--- src/rtl/mlbc_pkg.sv ---
// Shared types and constants for the multi-LED blink controller.
// No dependencies.
`timescale 1ns / 1ps

package mlbc_pkg;

  localparam int unsigned TICK_W  = 32;
  localparam int unsigned MODE_W  = 8;
  localparam int unsigned BLINK_W = 9;
  localparam int unsigned CNT_W   = 6;

  localparam logic [MODE_W-1:0] MODE_OFF = 8'h00;
  localparam logic [MODE_W-1:0] MODE_ON  = 8'hFF;

  typedef enum logic [1:0] {
    REQ_TICK   = 2'd0,
    REQ_SET    = 2'd1,
    REQ_TOGGLE = 2'd2
  } req_e;

  typedef enum logic [2:0] {
    ST_IDLE,
    ST_TICK_SEL,
    ST_TICK_WAIT,
    ST_SCAN,
    ST_SET_WR,
    ST_TOGGLE,
    ST_RESP
  } state_e;

  typedef struct packed {
    logic done;
    logic rem_zero;
  } div_rsp_t;

endpackage

--- src/rtl/mlbc_mod_unit.sv ---
// Bit-serial restoring modulo: 32-bit tick count modulo an 8-bit divisor.
// Depends on mlbc_pkg.
`timescale 1ns / 1ps

module mlbc_mod_unit (
  input  logic                         clk_i,
  input  logic                         rst_ni,
  input  logic                         start_i,
  input  logic [mlbc_pkg::TICK_W-1:0]  dividend_i,
  input  logic [mlbc_pkg::MODE_W-1:0]  divisor_i,
  output mlbc_pkg::div_rsp_t           rsp_o
);
  import mlbc_pkg::*;

  logic              busy_q, busy_d;
  logic              done_q, done_d;
  logic [CNT_W-1:0]  cnt_q, cnt_d;
  logic [TICK_W-1:0] num_q, num_d;
  logic [MODE_W-1:0] den_q, den_d;
  logic [MODE_W-1:0] rem_q, rem_d;
  logic [MODE_W:0]   trial;
  logic [MODE_W:0]   diff;

  assign trial = {rem_q, num_q[TICK_W-1]};
  assign diff  = trial - {1'b0, den_q};

  always_comb begin
    busy_d = busy_q;
    done_d = 1'b0;
    cnt_d  = cnt_q;
    num_d  = num_q;
    den_d  = den_q;
    rem_d  = rem_q;
    if (start_i) begin
      busy_d = 1'b1;
      cnt_d  = '0;
      num_d  = dividend_i;
      den_d  = divisor_i;
      rem_d  = '0;
    end else if (busy_q) begin
      num_d = {num_q[TICK_W-2:0], 1'b0};
      rem_d = (trial >= {1'b0, den_q}) ? diff[MODE_W-1:0] : trial[MODE_W-1:0];
      cnt_d = cnt_q + CNT_W'(1);
      if (cnt_q == CNT_W'(TICK_W - 1)) begin
        busy_d = 1'b0;
        done_d = 1'b1;
      end
    end
  end

  always_ff @(posedge clk_i or negedge rst_ni) begin
    if (!rst_ni) begin
      busy_q <= 1'b0;
      done_q <= 1'b0;
      cnt_q  <= '0;
    end else begin
      busy_q <= busy_d;
      done_q <= done_d;
      cnt_q  <= cnt_d;
    end
  end

  always_ff @(posedge clk_i) begin
    num_q <= num_d;
    den_q <= den_d;
    rem_q <= rem_d;
  end

  assign rsp_o.done     = done_q;
  assign rsp_o.rem_zero = (rem_q == '0);

endmodule

--- src/rtl/multi_led_blink_controller_core.sv ---
// Multi-LED blink controller top level: sequencer, LED state and output register.
// Depends on mlbc_pkg and mlbc_mod_unit.
// Sequencing: tick walks every LED, using the serial modulo unit for blinking LEDs;
//   set scans all LEDs, then writes; toggle flips the phase; others only respond.
// One item at a time: a new request is accepted only in the idle state.
// Reset: all LEDs off, phases, repeats and tick counter cleared, level mask all ones.
`timescale 1ns / 1ps

module multi_led_blink_controller_core #(
  parameter int unsigned LED_COUNT = 8
) (
  input  logic        clk_i,
  input  logic        rst_ni,
  input  logic        cfg_we_i,
  input  logic [7:0]  cfg_wdata_i,     // active_level_mask
  input  logic        s_axis_tvalid,
  output logic        s_axis_tready,
  input  logic [23:0] s_axis_tdata,    // led_index, mode, repeat_count
  input  logic [1:0]  s_axis_tuser,    // req_type
  output logic        m_axis_tvalid,
  input  logic        m_axis_tready,
  output logic [23:0] m_axis_tdata,    // lit_mask, pin_levels, led_mode
  output logic        m_axis_tuser     // ok
);
  import mlbc_pkg::*;

  localparam int unsigned IW = (LED_COUNT > 1) ? $clog2(LED_COUNT) : 1;
  localparam logic [IW-1:0] LAST = IW'(LED_COUNT - 1);

  state_e              state_q, state_d;
  logic [IW-1:0]       idx_q, idx_d;
  logic [TICK_W-1:0]   tick_q, tick_d;
  logic [7:0]          alm_q;
  logic [1:0]          req_q;
  logic [7:0]          id_q;
  logic [MODE_W-1:0]   mode_q;
  logic [7:0]          rep_q;
  logic                valid_q;
  logic                cp_hit_q, cp_hit_d;
  logic                cp_phase_q, cp_phase_d;

  logic [MODE_W-1:0]   modes_q [LED_COUNT];
  logic                phase_q [LED_COUNT];
  logic [BLINK_W-1:0]  blk_q   [LED_COUNT];
  logic                lit_q   [LED_COUNT];

  logic                out_valid_q;
  logic                ok_q;
  logic [7:0]          lit_mask_q, pin_q, led_mode_q;

  logic                in_acc, out_load;
  logic                sel_idx;
  logic [IW-1:0]       addr;
  logic [MODE_W-1:0]   cur_mode;
  logic                cur_phase;
  logic [BLINK_W-1:0]  cur_blk;
  logic                we_mode, we_phase, we_blk, we_lit;
  logic [MODE_W-1:0]   wd_mode;
  logic                wd_phase, wd_lit;
  logic [BLINK_W-1:0]  wd_blk;
  logic                nphase;
  logic                div_start;
  div_rsp_t            div_rsp;
  logic [7:0]          lit_mask;
  logic                ok_val;

  mlbc_mod_unit u_mod (
    .clk_i      (clk_i),
    .rst_ni     (rst_ni),
    .start_i    (div_start),
    .dividend_i (tick_q),
    .divisor_i  (cur_mode),
    .rsp_o      (div_rsp)
  );

  assign s_axis_tready = (state_q == ST_IDLE);
  assign in_acc        = s_axis_tvalid && s_axis_tready;

  assign sel_idx   = (state_q == ST_TICK_SEL) || (state_q == ST_TICK_WAIT) ||
                     (state_q == ST_SCAN);
  assign addr      = sel_idx ? idx_q : id_q[IW-1:0];
  assign cur_mode  = modes_q[addr];
  assign cur_phase = phase_q[addr];
  assign cur_blk   = blk_q[addr];
  assign nphase    = cur_phase ^ div_rsp.rem_zero;

  always_comb begin
    state_d    = state_q;
    idx_d      = idx_q;
    tick_d     = tick_q;
    cp_hit_d   = cp_hit_q;
    cp_phase_d = cp_phase_q;
    we_mode    = 1'b0;
    we_phase   = 1'b0;
    we_blk     = 1'b0;
    we_lit     = 1'b0;
    wd_mode    = mode_q;
    wd_phase   = cur_phase;
    wd_blk     = '0;
    wd_lit     = 1'b0;
    div_start  = 1'b0;
    out_load   = 1'b0;
    case (state_q)
      ST_IDLE: begin
        if (in_acc) begin
          idx_d    = '0;
          cp_hit_d = 1'b0;
          case (s_axis_tuser)
            REQ_TICK: begin
              tick_d  = tick_q + TICK_W'(1);
              state_d = ST_TICK_SEL;
            end
            REQ_SET:    state_d = (s_axis_tdata[7:0] < 8'(LED_COUNT)) ? ST_SCAN : ST_RESP;
            REQ_TOGGLE: state_d = (s_axis_tdata[7:0] < 8'(LED_COUNT)) ? ST_TOGGLE : ST_RESP;
            default:    state_d = ST_RESP;
          endcase
        end
      end
      ST_TICK_SEL: begin
        if (cur_mode == MODE_ON || cur_mode == MODE_OFF) begin
          we_lit = 1'b1;
          wd_lit = (cur_mode == MODE_ON);
          if (idx_q == LAST) begin
            state_d = ST_RESP;
          end else begin
            idx_d = idx_q + IW'(1);
          end
        end else begin
          div_start = 1'b1;
          state_d   = ST_TICK_WAIT;
        end
      end
      ST_TICK_WAIT: begin
        if (div_rsp.done) begin
          we_phase = 1'b1;
          wd_phase = nphase;
          we_lit   = 1'b1;
          wd_lit   = nphase;
          if (div_rsp.rem_zero && nphase && cur_blk != '0) begin
            we_blk = 1'b1;
            wd_blk = cur_blk - BLINK_W'(1);
            if (cur_blk == BLINK_W'(1)) begin
              we_mode = 1'b1;
              wd_mode = MODE_OFF;
            end
          end
          if (idx_q == LAST) begin
            state_d = ST_RESP;
          end else begin
            idx_d   = idx_q + IW'(1);
            state_d = ST_TICK_SEL;
          end
        end
      end
      ST_SCAN: begin
        if (8'(idx_q) != id_q && cur_mode == mode_q) begin
          cp_hit_d   = 1'b1;
          cp_phase_d = cur_phase;
        end
        if (idx_q == LAST) begin
          state_d = ST_SET_WR;
        end else begin
          idx_d = idx_q + IW'(1);
        end
      end
      ST_SET_WR: begin
        we_mode  = 1'b1;
        we_blk   = 1'b1;
        we_phase = 1'b1;
        wd_blk   = (rep_q != '0) ? ({1'b0, rep_q} + BLINK_W'(1)) : '0;
        if (rep_q != '0) begin
          wd_phase = 1'b0;
        end else if (cur_mode != mode_q && mode_q != MODE_ON && mode_q != MODE_OFF &&
                     cp_hit_q) begin
          wd_phase = cp_phase_q;
        end
        state_d = ST_RESP;
      end
      ST_TOGGLE: begin
        we_phase = 1'b1;
        wd_phase = ~cur_phase;
        state_d  = ST_RESP;
      end
      ST_RESP: begin
        if (!out_valid_q || m_axis_tready) begin
          out_load = 1'b1;
          state_d  = ST_IDLE;
        end
      end
      default: state_d = ST_IDLE;
    endcase
  end

  for (genvar g = 0; g < 8; g++) begin : g_mask
    if (g < LED_COUNT) begin : g_on
      assign lit_mask[g] = lit_q[g];
    end else begin : g_off
      assign lit_mask[g] = 1'b0;
    end
  end

  assign ok_val = (req_q == REQ_TICK) ||
                  (((req_q == REQ_SET) || (req_q == REQ_TOGGLE)) && valid_q);

  always_ff @(posedge clk_i or negedge rst_ni) begin
    if (!rst_ni) begin
      state_q     <= ST_IDLE;
      idx_q       <= '0;
      tick_q      <= '0;
      alm_q       <= 8'hFF;
      cp_hit_q    <= 1'b0;
      out_valid_q <= 1'b0;
      for (int i = 0; i < LED_COUNT; i++) begin
        modes_q[i] <= MODE_OFF;
        phase_q[i] <= 1'b0;
        blk_q[i]   <= '0;
        lit_q[i]   <= 1'b0;
      end
    end else begin
      state_q  <= state_d;
      idx_q    <= idx_d;
      tick_q   <= tick_d;
      cp_hit_q <= cp_hit_d;
      if (cfg_we_i) begin
        alm_q <= cfg_wdata_i;
      end
      if (we_mode) begin
        modes_q[addr] <= wd_mode;
      end
      if (we_phase) begin
        phase_q[addr] <= wd_phase;
      end
      if (we_blk) begin
        blk_q[addr] <= wd_blk;
      end
      if (we_lit) begin
        lit_q[addr] <= wd_lit;
      end
      if (out_load) begin
        out_valid_q <= 1'b1;
      end else if (m_axis_tready) begin
        out_valid_q <= 1'b0;
      end
    end
  end

  always_ff @(posedge clk_i) begin
    cp_phase_q <= cp_phase_d;
    if (in_acc) begin
      req_q   <= s_axis_tuser;
      id_q    <= s_axis_tdata[7:0];
      mode_q  <= s_axis_tdata[15:8];
      rep_q   <= s_axis_tdata[23:16];
      valid_q <= (s_axis_tdata[7:0] < 8'(LED_COUNT));
    end
    if (out_load) begin
      ok_q       <= ok_val;
      lit_mask_q <= lit_mask;
      pin_q      <= ~(lit_mask ^ alm_q);
      led_mode_q <= valid_q ? cur_mode : MODE_OFF;
    end
  end

  assign m_axis_tvalid = out_valid_q;
  assign m_axis_tdata  = {led_mode_q, pin_q, lit_mask_q};
  assign m_axis_tuser  = ok_q;

endmodule

--- config.mk ---
export PLATFORM = sky130hd
export DESIGN_NAME = multi_led_blink_controller_core
export DESIGN_NICKNAME = d
export VERILOG_FILES = /design/src/rtl/mlbc_pkg.sv /design/src/rtl/mlbc_mod_unit.sv /design/src/rtl/multi_led_blink_controller_core.sv
export SDC_FILE = /design/constraint.sdc
export NUM_CORES = 1
export LEC_CHECK = 0
export BUFFER_PORTS_ARGS = -buffer_cell sky130_fd_sc_hd__clkbuf_2
export CAP_MARGIN = 20
export CORE_MARGIN = 2
export CORE_UTILIZATION = 55
export DETAILED_ROUTE_END_ITERATION = 10
export PLACE_DENSITY = 0.72
export SLEW_MARGIN = 10
export SYNTH_ARGS = -nofsm -noshare
export SYNTH_HDL_FRONTEND = slang
export SYNTH_HIERARCHICAL = 1
export SYNTH_SLANG_ARGS = --single-unit
--- constraint.sdc ---
create_clock -name clk_i -period 6.15 [get_ports clk_i]
set_input_delay 0 -clock clk_i [delete_from_list [all_inputs] [get_ports clk_i]]
set_output_delay 0 -clock clk_i [all_outputs]
set_load 0.005 [all_outputs]
[Word level (Yosys, flattened, before mapping)]
Index checks and enable logic that the tools add are counted.
Word-level totals
  register bits after elaboration: 309
  input port bits: 39
  output and inout port bits: 27
  logic and storage cells: 210
Cells by class
  add/sub/neg operators: 6
  magnitude comparators: 4
  equal/unequal tests: 25
  multiplexer cells: 82
  bitwise logic cells: 5
  reductions and logical operators: 34
Operator list (count)
  72-bit bitwise mux: 1
  64-bit bitwise mux: 1
  32-bit 2-to-1 mux: 2
  8-bit 2-to-1 mux: 8
  9-bit 2-to-1 mux: 6
  3-bit 2-to-1 mux: 13
  32-bit by 1-bit adder with 32-bit output, second input constant: 1
  1-bit 2-to-1 mux: 29
  9-bit binary-select mux with 3-bit select: 1
  9-bit demux with 3-bit select: 1
  8-bit binary-select mux with 3-bit select: 1
  8-bit demux with 3-bit select: 1
  3-bit case mux with 6 select lines: 1
  9-bit case mux with 2 select lines: 1
  8-bit bitwise mux: 2
  8-bit logical NOT: 2
  8-bit nonzero test: 2
  3-bit == test, second input constant: 4
  6-bit 2-to-1 mux: 2
  1-bit case mux with 2 select lines: 6
  3-bit case mux with 4 select lines: 1
  2-bit by 1-bit inequality test with 1-bit output, second input constant: 5
  8-bit by 1-bit adder with 9-bit output, second input constant: 1
  9-bit by 1-bit == test with 1-bit output, second input constant: 1
  other kinds (43): 63

[Depth between registers and ports, before layout]
Gate-level depths: netlist (run 1).
  depth in word-level cells: 16
  mapped depth: 19
  mapped depth without buffers: 12

[Modules after synthesis]
The synthesis (run 1) kept the hierarchy.
Modules (own cells, without submodules)
  multi_led_blink_controller_core: instances 1, cells each 1108, area an instance 12704.7 um2, sequential area each 6606.3 um2
  mlbc_mod_unit: instances 1, cells each 213, area an instance 2731.4 um2, sequential area each 1561.5 um2

[Worst setup path before layout (run 1)]
Ideal clock, no wire load.
  path type: flip-flop to flip-flop
  from: register state_q[0]
  to: register u_mod.num_q[0] (enable)
  setup time: 0.387 ns
  data arrival time: 3.917 ns
  setup slack: 1.847 ns
  cell stages (with the launch flop): 14
  period minus slack after synthesis: 4.303 ns
  cells stage by stage: dfrtp_1 > buf_6 > o21bai_4 > mux2i_1 > buf_2 > o211ai_1 > o2111ai_1 > a211oi_2 > a31oi_1 > and2_1 > nor2b_1 > clkbuf_1 > nor2_1 > inv_1
Between the ends
  word-level cells in the longest chain between the ends: 13
RTL lines
  from (decl): RTL line multi_led_blink_controller_core.sv:30  | state_e state_q, state_d;
  from (signal assigned): RTL line multi_led_blink_controller_core.sv:220  | state_q <= state_d;
  3-bit by 1-bit == test with 1-bit output / 3-bit by 2-bit == test with 1-bit output (equally long branches): RTL line multi_led_blink_controller_core.sv:79, multi_led_blink_controller_core.sv:103
  1-bit logical OR (2 in a row): RTL line multi_led_blink_controller_core.sv:79  | assign sel_idx = (state_q == ST_TICK_SEL) || (state_q == ST_TICK_WAIT) ||
  3-bit 2-to-1 mux: RTL line multi_led_blink_controller_core.sv:81  | assign addr = sel_idx ? idx_q : id_q[IW-1:0];
  3-bit inverter with 4-bit output (not written as such): RTL line multi_led_blink_controller_core.sv:82  | assign cur_mode = modes_q[addr];
  8-bit binary-select mux with 3-bit select: RTL line multi_led_blink_controller_core.sv:82
  8-bit 2-to-1 mux (not written as such) (2 in a row): RTL line multi_led_blink_controller_core.sv:82
  8-bit == test / 8-bit logical NOT (equally long branches): RTL line multi_led_blink_controller_core.sv:120  | if (cur_mode == MODE_ON || cur_mode == MODE_OFF) begin
  1-bit logical OR: RTL line multi_led_blink_controller_core.sv:120
  1-bit 2-to-1 mux: RTL line multi_led_blink_controller_core.sv:120
  1-bit 2-to-1 mux (*): RTL line multi_led_blink_controller_core.sv:103  | case (state_q)
  named net div_start: RTL line multi_led_blink_controller_core.sv:62  | logic div_start;
  2-bit nonzero test (no source line) (*)
  to (signal assigned): RTL line mlbc_mod_unit.sv:64  | num_q <= num_d;
  to (decl): RTL line mlbc_mod_unit.sv:18  | logic [TICK_W-1:0] num_q, num_d;
Mark *: on every way through the listed nets, which the timed path passes. The rest lies on a longest branch. The select of a mux whose other input is x is not followed.
A chain may end at the register's enable or synchronous reset.

[Worst setup path in the final report (run 1)]
  from: register state_q[1]
  to: register blk_q[30] (netlist name)
Between the ends
  word-level cells in the longest chain between the ends: 15
RTL lines
  branches (longest 15 deep; another with 9-bit by 1-bit subtractor with 9-bit output)
  to (signal, indexed assignment): RTL line multi_led_blink_controller_core.sv:234  | blk_q[addr] <= wd_blk;
  to (decl): RTL line multi_led_blink_controller_core.sv:44  | logic [BLINK_W-1:0] blk_q [LED_COUNT];
Parallel ways; which one is timed is not known. The select of a mux whose other input is x is not followed.

==> results of run 1 <==
stage by stage:
stage	std cells	power, mW
4_1_cts	1833	8.69
3_5_place_dp	1727	6.64
5_1_grt	1833	9.21
3_3_place_gp	1727	6.53
6_report	1833	8.74
2_1_floorplan	1321	5.71
layout make-up:
class | instances | area [um2] | share of cell area, %
well taps | 378 | 473 | 2.69
clock inverters | 10 | 101 | 0.577
clock buffers | 51 | 976 | 5.55
flip-flops and latches | 309 | 8170 | 46.5
multi-input cells | 852 | 6510 | 37.1
inverters | 97 | 364 | 2.07
repair buffers | 136 | 980 | 5.57
cells by family after synthesis:
group	count (synthesis)	synth area share [%]
multiplexers	154	13.0
buffers and inverters	160	4.98
XOR/XNOR	67	3.80
adder cells (fa/ha/maj)	21	1.73
AO/OA/AOI/OAI	280	13.1
AND/OR/NAND/NOR	330	10.4
flip-flops	309	52.9
routing by layer:
metal / track usage [%] / wire length, um
met1: 37.6 / 16500
met2: 44.5 / 18600
met3: 5.02 / 3130
met4: 9.29 / 1220
met5: 0 / 0
worst paths after layout:
check	endpoint	depth (start not counted)
worst max-delay path	blk_q[30]$_DFFE_PN0P_	12
worst min-delay path	modes_q[8]$_DFFE_PN0P_	2
worst max register to register	blk_q[30]$_DFFE_PN0P_	12
worst min register to register	tick_q[16]$_DFFE_PN0P_	1
max in group asynchronous	tick_q[19]$_DFFE_PN0P_	3
min in group clk_i	rep_q[4]$_DFFE_PP_	2
registers in the layout (all words and copies together), names as in the netlist, 32 cells and up:
register and count:
blk_q 72, u_mod/num_q 32, tick_q 32, modes_q 64
layout by cell type, fill, tap and decap left out, types with 24 or more instances in the layout:
master	n
nor2_1	72
mux4_2	24
xnor2_1	48
clkbuf_16	35
dfrtp_1	200
buf_4	26
o21ai_0	24
inv_1	95
edfxtp_1	93
nand2_1	101
nand3_1	28
o22ai_1	68
dlygate4sd3_1	45
a21oi_1	71
mux2_2	66
clkbuf_2	64
mux2i_1	44
power breakdown:
group	total (mW)	leakage (nW)	internal, mW	switching [mW]
clock	1.99	0.530	1.18	0.811
sequential	3.29	3.74	2.83	0.454
combinational	3.46	3.10	1.39	2.07
total	8.74	7.38	5.40	3.34
timing repair:
item	4_1_cts	5_1_grt
buffers inserted	0	0
hold endpoints to repair	126	0
hold buffers	45	0
cell usage after synthesis, drive strengths merged (19+ instances only):
cell	number	area, um2
ha	19	238
mux2	85	1020
mux2i	45	450
inv	96	360
buf	52	364
o21ai	29	156
a21oi	74	382
nand3	30	160
dfrtp	200	5000
o22ai	70	458
nor2	74	283
xnor2	48	420
and2	20	125
xor2	19	166
mux4	24	541
nand2	101	379
edfxtp	93	2790
==> run_results.csv, run 1 <==
group,metric,value,unit
run_status,outcome,"finished, final reports clean",
cts,clk_pin_slew,50,ps
die,die_area,29400,um2
synthesis,yosys_warnings,6,
sta,rsz0062_at_grt,"no",
die,coreArea,27700,um2
die,die_h,172,um
sta,whs,108,ps
sta,slew_headroom,26.1,%
global_routing,antenna_found_initial,0,
critical_path,r2r_start,"state_q[1]$_DFFE_PN0P_",
die,io_pins,66,
sta,worstMarginPinSlew,1100,ps
critical_path,crit_path_cell_trace,"o21ba_1 -> buf_4 -> o22ai_4 -> nor2_1 -> a222oi_1 -> a21boi_2 -> ha_1 -> nand2_1 -> a41oi_2 -> buf_4 -> o21a_1 -> mux2_2",
placed_design,placed_area,16000,um2
drt,dr.pass1.iters,5,
cts,htree_levels,2,
drt,drc_errors,0,
hold_path,hold_path_class,"in2async",
global_routing,grt_pass1_vias,11300,
critical_path,cp_top_family,"compound AO/OA/AOI/OAI gates",
drt,drt_iter0_markers,1076,
layout,final_area,17600,um2
synthesis,synth_nets,1380,
drt,post_drt_wl_per_cell,21.5,um
drt,routed-via-count,11200,
critical_path,slowest_stage,"o22ai_4",
die,start_util,55.7,%
critical_path,critPathKind,"reg2reg",
critical_path,slowest_delay,780,ps
synthesis,synth_cell_type_count,96,
drt,wirelength,39.5,mm
placed_design,gp_congestion,0.958,
global_routing,grtUsageTotal,27.5,%
sta,report.final.slew_viol_count,0,
power_and_ir_drop,vdd_drop_max,0.243,mV
drt,ant_nets,0,
critical_path,critical_path_required,6540,ps
global_routing,grt_overflow,0,
synthesis,synth_cells,1321,
die,rows,61,
sta,clock.fmax,197,MHz
layout,final_nets,1490,
critical_path,startpoint,"state_q[1]$_DFFE_PN0P_",
sta,layout_setup_ws,1070,ps
synthesis,syn_area,15400,um2
sta,final-hold-violation-count,0,
critical_path,crit_path_max_fanout,27,
sta,skew,19.9,ps
synthesis,synth-seq-area-share,52.9,%
layout,drive_above_1_share,20.3,%
layout,final_core_util,63.4,%
power_and_ir_drop,leakage,7.38,nW
sta,setup_viol,0,
cts,cts_tree,"yes",
sta,fin_crit,5080,ps
layout,fillers,2142,
synthesis,synth.avg_cell_area,11.7,um2
critical_path,rrSetupSlack,1070,ps
placed_design,pre_cts_ws,1150,ps
global_routing,grt_start_max_net_pins,92,
synthesis,yosys_register_bits,309,
cts,insertion_delay,520,ps
critical_path,crit_path_start_kind,"register",
layout,num_antenna_cells,0,
cts,clockRootBuffer,"clkbuf_16",
critical_path,arrival,5470,ps
placed_design,dpl.hpwl,26.2,mm
power_and_ir_drop,power_density,497,nW/um2
synthesis,async_flop_share,67.3,%
layout,areaGrowthSynthToFinish,13.9,%
cts,cts_buffer_depth,3,
placed_design,portBuffers,65,
cts,cts-resized-gates,0,
sta,setup_tns,0,ps
critical_path,crit_top_cell,"buf_4",
cts,cts_buffers,35,
critical_path,cp-end-kind,"register",
drt,routed_via_density,6.13,
die,die_w,172,um
global_routing,grt_pass1_wl,62.3,mm
sta,fin_crit_sh,82.6,%
synthesis,synth_edf_count,93,
synthesis,synthFlopType,"dfrtp_1",
job,max-cap-violations,0,
critical_path,cp_num_buf_inv,2,
cts,cts.sinks,309,
Note: power is estimated with default switching activity, not from simulation.
==> inputs of run 2 (changes only) <==
Settings changed: ABC_AREA from default to 1, PLACE_DENSITY 0.72 to 0.75.
Clock period 6.15 ns to 4.12 ns, I/O delays scaled along.
==> run 2 against run 1 <==
Compared with the run above: first-iteration DRC count rose by 23%; synthesized cell count rose by 36%; wire length fell by 0.38%; via count rose by 13%; fmax rose by 34%; critical path depth rose by 8; sequential share of layout area fell by 0.099 points; critical path type unchanged; highest routed layer unchanged.
==> run_results.csv, run 2 <==
group,metric,value,unit
sta,clock.fmax,264,MHz
drt,routed_via_density,5.48,
synthesis,synth_nets,1855,
placed_design,placed_area,16100,um2
die,coreArea,27600,um2
cts,htree_levels,2,
cts,post_cts_buffers,0,
cts,cts.sinks,309,
synthesis,synth-seq-area-share,53.2,%
power_and_ir_drop,vdd_drop_max,0.534,mV
synthesis,yosys_warnings,6,
cts,cts_buffers,34,
die,start_util,55.5,%
cts,cts_buffer_depth,3,
global_routing,grt_pass1_vias,12400,
layout,final_core_util,63.7,%
drt,post_drt_wl_per_cell,17.0,um
die,die_area,29300,um2
layout,final_area,17600,um2
hold_path,min-delay-start,"s_axis_tdata[13]",
layout,num_antenna_cells,0,
power_and_ir_drop,power_density,796,nW/um2
sta,final-hold-violation-count,0,
sta,skew,30.8,ps
synthesis,muxShareOfSynthArea,0.660,%
global_routing,grt_overflow,0,
layout,final_cell_mix,"nand2_1, dfrtp_1, inv_1",
cts,clockRootBuffer,"clkbuf_16",
critical_path,critPathKind,"reg2reg",
synthesis,async_flop_share,67.3,%
global_routing,antenna_found_initial,0,
synthesis,yosys_register_bits,309,
synthesis,synth-simple-area-share,32.7,%
sta,setup_viol,0,
cts,clk_pin_slew,60,ps
synthesis,synth_cell_type_count,53,
synthesis,synthFlopType,"dfrtp_1",
placed_design,portBuffers,65,
placed_design,gp_congestion,0.997,
hold_path,worstHoldEndpoint,"mode_q[5]$_DFFE_PP_",
layout,areaGrowthSynthToFinish,14.8,%
sta,fin_crit_sh,91.8,%
critical_path,critical_path_required,4510,ps
run_status,outcome,"finished, final reports clean",
synthesis,yosys-top-cells-count,"nand2_1, dfrtp_1, inv_1, nor2_1, nand3_1",
drt,wirelength,39.3,mm
drt,drc_errors,0,
synthesis,syn_area,15300,um2
sta,fin_crit,3780,ps
die,io_pins,66,
cts,cts_tree,"yes",
critical_path,r2r_start,"state_q[2]$_DFFE_PN0P_",
synthesis,synth.area.top_cells,"dfrtp_1, edfxtp_1, nand2_1",
synthesis,yosysMostFrequentCell,"nand2_1",
sta,worstMarginPinSlew,1040,ps
die,die_w,171,um
die,die_h,171,um
hold_path,hold_path_class,"in2reg",
layout,final_nets,1976,
critical_path,reg2reg_depth,20,
drt,routed-via-count,12700,
placed_design,dpl.hpwl,27.2,mm
critical_path,cp-end-kind,"register",
sta,report.final.slew_viol_count,0,
global_routing,grtUsageTotal,27.5,%
synthesis,synth.avg_cell_area,8.54,um2
drt,dr.pass1.iters,8,
drt,drt_iter0_markers,1321,
power_and_ir_drop,leakage,8.78,nW
global_routing,grt_pass1_wl,63.5,mm
job,max-cap-violations,0,
layout,largest_reg_flops,72,
die,rows,61,
synthesis,synth_compound_area_share,3.48,%
synthesis,synth_cells,1796,
layout,reg_top3,"blk_q (72), modes_q (64)",
critical_path,arrival,4170,ps
drt,ant_nets,0,
cts,insertion_delay,520,ps
layout,largest-register,"blk_q",
critical_path,rrSetupSlack,340,ps
synthesis,synth_edf_count,93,
synthesis,synth-xor-area-share,2.85,%
layout,fillers,2283,
sta,rsz0062_at_grt,"no",
sta,slew_headroom,30.9,%
global_routing,grt_start_max_net_pins,122,
synthesis,synth_top_family_by_area,"simple AND/OR/NAND/NOR gates",
layout,drive_above_1_share,12.2,%
synthesis,synthAdderAreaFrac,1.68,%
sta,setup_tns,0,ps
critical_path,timing.rr.end,"modes_q[52]$_DFFE_PN0P_",
critical_path,crit_path_max_fanout,24,
hold_path,min_path_cells,2,
synthesis,synth_top_area_share,32.6,%
layout,final_common_cell,"nand2_1",
synthesis,synth_largest_area_cell,"dfrtp_1",
critical_path,crit_path_start_kind,"register",
run 2: cell types whose count changed after synthesis, moves of 24 or more:
cell / delta
nand4_1: +65
nor2_1: +49
nand2_1: +633
mux2i_1: -45
mux2_2: -57
mux4_2: -24
xnor2_1: -29
inv_1: +26
a21oi_1: -60
o22ai_1: -45
nand3_1: +73
run 2: worst max-delay path by stage:
stage	cells after the start	slack, ps	from	endpoint
after floorplan	17	610	state_q[2]$_DFFE_PN0P_	u_mod/num_q[0]$_SDFFCE_PN0P_
after global routing	20	60	state_q[2]$_DFFE_PN0P_	modes_q[52]$_DFFE_PN0P_
after global placement	19	470	state_q[2]$_DFFE_PN0P_	blk_q[49]$_DFFE_PN0P_
after detailed placement	19	340	state_q[2]$_DFFE_PN0P_	blk_q[49]$_DFFE_PN0P_
final	20	340	state_q[2]$_DFFE_PN0P_	modes_q[52]$_DFFE_PN0P_
after CTS	19	300	state_q[2]$_DFFE_PN0P_	blk_q[49]$_DFFE_PN0P_
run 2: what timing repair did:
item | 4_1_cts | 5_1_grt
endpoints found under the setup margin | 0 | 10
resized for setup | 0 | 2
hold buffers | 45 | 0
hold endpoints to repair | 151 | 0
run 2: layout make-up:
type	instances	area [um2]	share of cell area, %
Clock buffer	46	968	5.50
Timing Repair Buffer	136	996	5.66
Multi-Input combinational cell	1297	6360	36.1
Clock inverter	14	98.8	0.561
Sequential cell	309	8170	46.4
Tap cell	378	473	2.69
Inverter	139	543	3.08
run 2: kinds of logic after synthesis:
group / Yosys count
multiplexers: 9
XOR/XNOR: 50
adder cells (fa/ha/maj): 20
buffers and inverters: 190
flip-flops: 309
AND/OR/NAND/NOR: 1125
AO/OA/AOI/OAI: 93
run 2: report_power, final:
part           switching [mW]  internal (mW)  leakage [nW]
logic                    4.22           1.93          4.50
registers               0.682           4.28          3.74
clock network            1.21           1.71         0.529
total                    6.11           7.92          8.78
run 2: stage by stage:
step	worst slack, ps	hold WS, ps	total power [mW]	cells
after global placement	471	178	10.9	2214
final	338	205	14.0	2319
after floorplan	608	-296	9.27	1796
after CTS	296	184	14.0	2319
after detailed placement	341	179	11.0	2214
after global routing	62.0	199	15.0	2319
run 2: routing by layer:
metal	wire length, um	up-vias	GRT usage [%]
met2	18700	466	45.2
met4	1650	0	11.3
met1	16400	6042	36.3
met5	0	-	0
li1	-	6086	-
met3	2630	117	4.79
run 2: critical path, stage by stage (launching register included):
cell and delay, ps:
dfrtp_1 530, inv_2 160, o21ai_4 130, nand2_4 170, nand2_4 130, inv_2 190
nand2_2 270, inv_2 130, nand2_1 90, nand2_1 50, inv_1 40, nand4_1 240
inv_1 150, ha_1 160, inv_1 50, nor2_2 250, nand3_2 180, nand2_2 210
nand2_1 290, nand2_1 140, nand2_1 60
==> inputs of run 3 (changes only) <==
Settings changed: PLACE_DENSITY 0.75 to default, PLACE_DENSITY_LB_ADDON from default to 0.12, SLEW_MARGIN 10 to default.
==> run 3 against run 2 <==
Compared with the run above: sequential share of layout area fell by 0.17 points; largest cell class unchanged; die area stayed put; clock power increased by 4%; total power rose by 1.3%; via count decreased by 1.8%; fmax is 4.1% higher.
==> run_results.csv, run 3 (same netlist as run 2, synthesis figures left out) <==
group,metric,value,unit
layout,largest-register,"blk_q",
sta,rsz0062_at_grt,"no",
drt,ant_nets,0,
critical_path,crit_path_start_kind,"register",
global_routing,grtUsageTotal,28.0,%
cts,clockRootBuffer,"clkbuf_16",
global_routing,grt_pass1_vias,12500,
drt,drt_iter0_markers,1010,
cts,post_cts_buffers,0,
cts,cts_buffer_depth,3,
die,die_w,171,um
sta,worstMarginPinSlew,990,ps
critical_path,arrival,4080,ps
drt,routed_via_density,5.37,
cts,insertion_delay,520,ps
critical_path,critical_path_required,4570,ps
critical_path,slowest_stage,"o21ai_1",
global_routing,antenna_found_initial,2,
cts,cts_buffers,35,
layout,final_cell_mix,"nand2_1, dfrtp_1, inv_1",
global_routing,grt_overflow,0,
job,max-cap-violations,0,
drt,drc_errors,0,
cts,cts_hold_buf,45,
cts,clk_pin_slew,60,ps
layout,reg_top3,"blk_q (72), modes_q (64)",
cts,htree_levels,2,
critical_path,cp-end-kind,"register",
drt,dr.pass1.iters,7,
placed_design,dpl.hpwl,27.0,mm
sta,final-hold-violation-count,0,
placed_design,portBuffers,65,
die,rows,61,
die,coreArea,27600,um2
critical_path,slowest_delay,610,ps
die,io_pins,66,
die,die_area,29300,um2
global_routing,grt_start_max_net_pins,112,
sta,fin_crit,3630,ps
run_status,outcome,"finished, final reports clean",
sta,skew,14.6,ps
cts,cts_tree,"yes",
critical_path,cp_num_buf_inv,6,
sta,setup_tns,0,ps
hold_path,hold_path_class,"in2async",
power_and_ir_drop,power_density,804,nW/um2
layout,final_nets,1974,
global_routing,grt_pass1_wl,64.2,mm
power_and_ir_drop,vdd_drop_max,0.488,mV
cts,cts-resized-gates,0,
drt,routed-via-count,12500,
critical_path,critPathKind,"reg2reg",
layout,largest_reg_flops,72,
cts,cts.sinks,309,
critical_path,r2r_start,"state_q[2]$_DFFE_PN0P_",
critical_path,cp_top_family,"simple AND/OR/NAND/NOR gates",
drt,wirelength,39.4,mm
placed_design,gp_congestion,0.925,
sta,fin_crit_sh,88.2,%
critical_path,crit_path_cell_trace,"nor2_2 -> nand2_2 -> nand2_4 -> inv_2 -> buf_4 -> nand2_2 -> inv_1 -> nand2_1 -> nand2_1 -> inv_1 -> nand4_1 -> inv_1 -> ha_1 -> inv_1 -> nor2_1 -> nand2_4 -> o21ai_1 -> nand2_1 -> nand2_1",
die,die_h,171,um
critical_path,crit_path_max_fanout,13,
layout,final_common_cell,"nand2_1",
layout,areaGrowthSynthToFinish,15.2,%
power_and_ir_drop,leakage,8.80,nW
sta,clock.fmax,275,MHz
layout,drive_above_1_share,12.2,%
critical_path,startpoint,"state_q[2]$_DFFE_PN0P_",
sta,report.final.slew_viol_count,0,
drt,post_drt_wl_per_cell,17.0,um
die,start_util,55.5,%
sta,slew_headroom,33.9,%
sta,setup_viol,0,
power_and_ir_drop,p_total,14.2,mW
-- run 3: layout make-up --
class	instances	area, um2
fillers	2354	9950
flip-flops and latches	309	8170
multi-input cells	1297	6360
clock buffers	52	1020
repair buffers	133	1000
inverters	139	543
well taps	378	473
clock inverters	12	103
diodes	2	5.00
-- run 3: path summary, 6_finish.rpt --
path | end | slack [ps] | depth (start not counted)
max in group asynchronous | modes_q[40]$_DFFE_PN0P_ | 2900 | 3
min in group clk_i | mode_q[7]$_DFFE_PP_ | 210 | 2
worst min register to register | modes_q[60]$_DFFE_PN0P_ | 470 | 2
worst max-delay path | blk_q[49]$_DFFE_PN0P_ | 490 | 19
worst max register to register | blk_q[49]$_DFFE_PN0P_ | 490 | 19
worst min-delay path | blk_q[11]$_DFFE_PN0P_ | 120 | 2
-- run 3: stage by stage --
stage	std cells	utilization, %	hold slack (ps)	setup WS (ps)	instance area (um2)
floorplan	1796	-	-296	608	15300
global placement	2210	58.2	140	611	16100
detailed placement	2211	58.3	145	534	16100
CTS	2320	64.0	169	493	17700
global route	2321	64.0	199	90.8	17700
finish	2322	64.0	118	487	17700
-- run 3: power breakdown --
part           internal, mW  switching, mW
Combinational          1.96           4.28
Sequential             4.28          0.646
Clock                  1.79           1.26
Total                  8.03           6.19
-- run 3: layer usage --
metal	part of all wire [%]	track usage, %	vias up
met2	49	48.0	347
met3	5.4	4.26	102
met5	0	0	-
met1	41	35.4	5948
li1	-	-	6081
met4	4.1	11.6	0
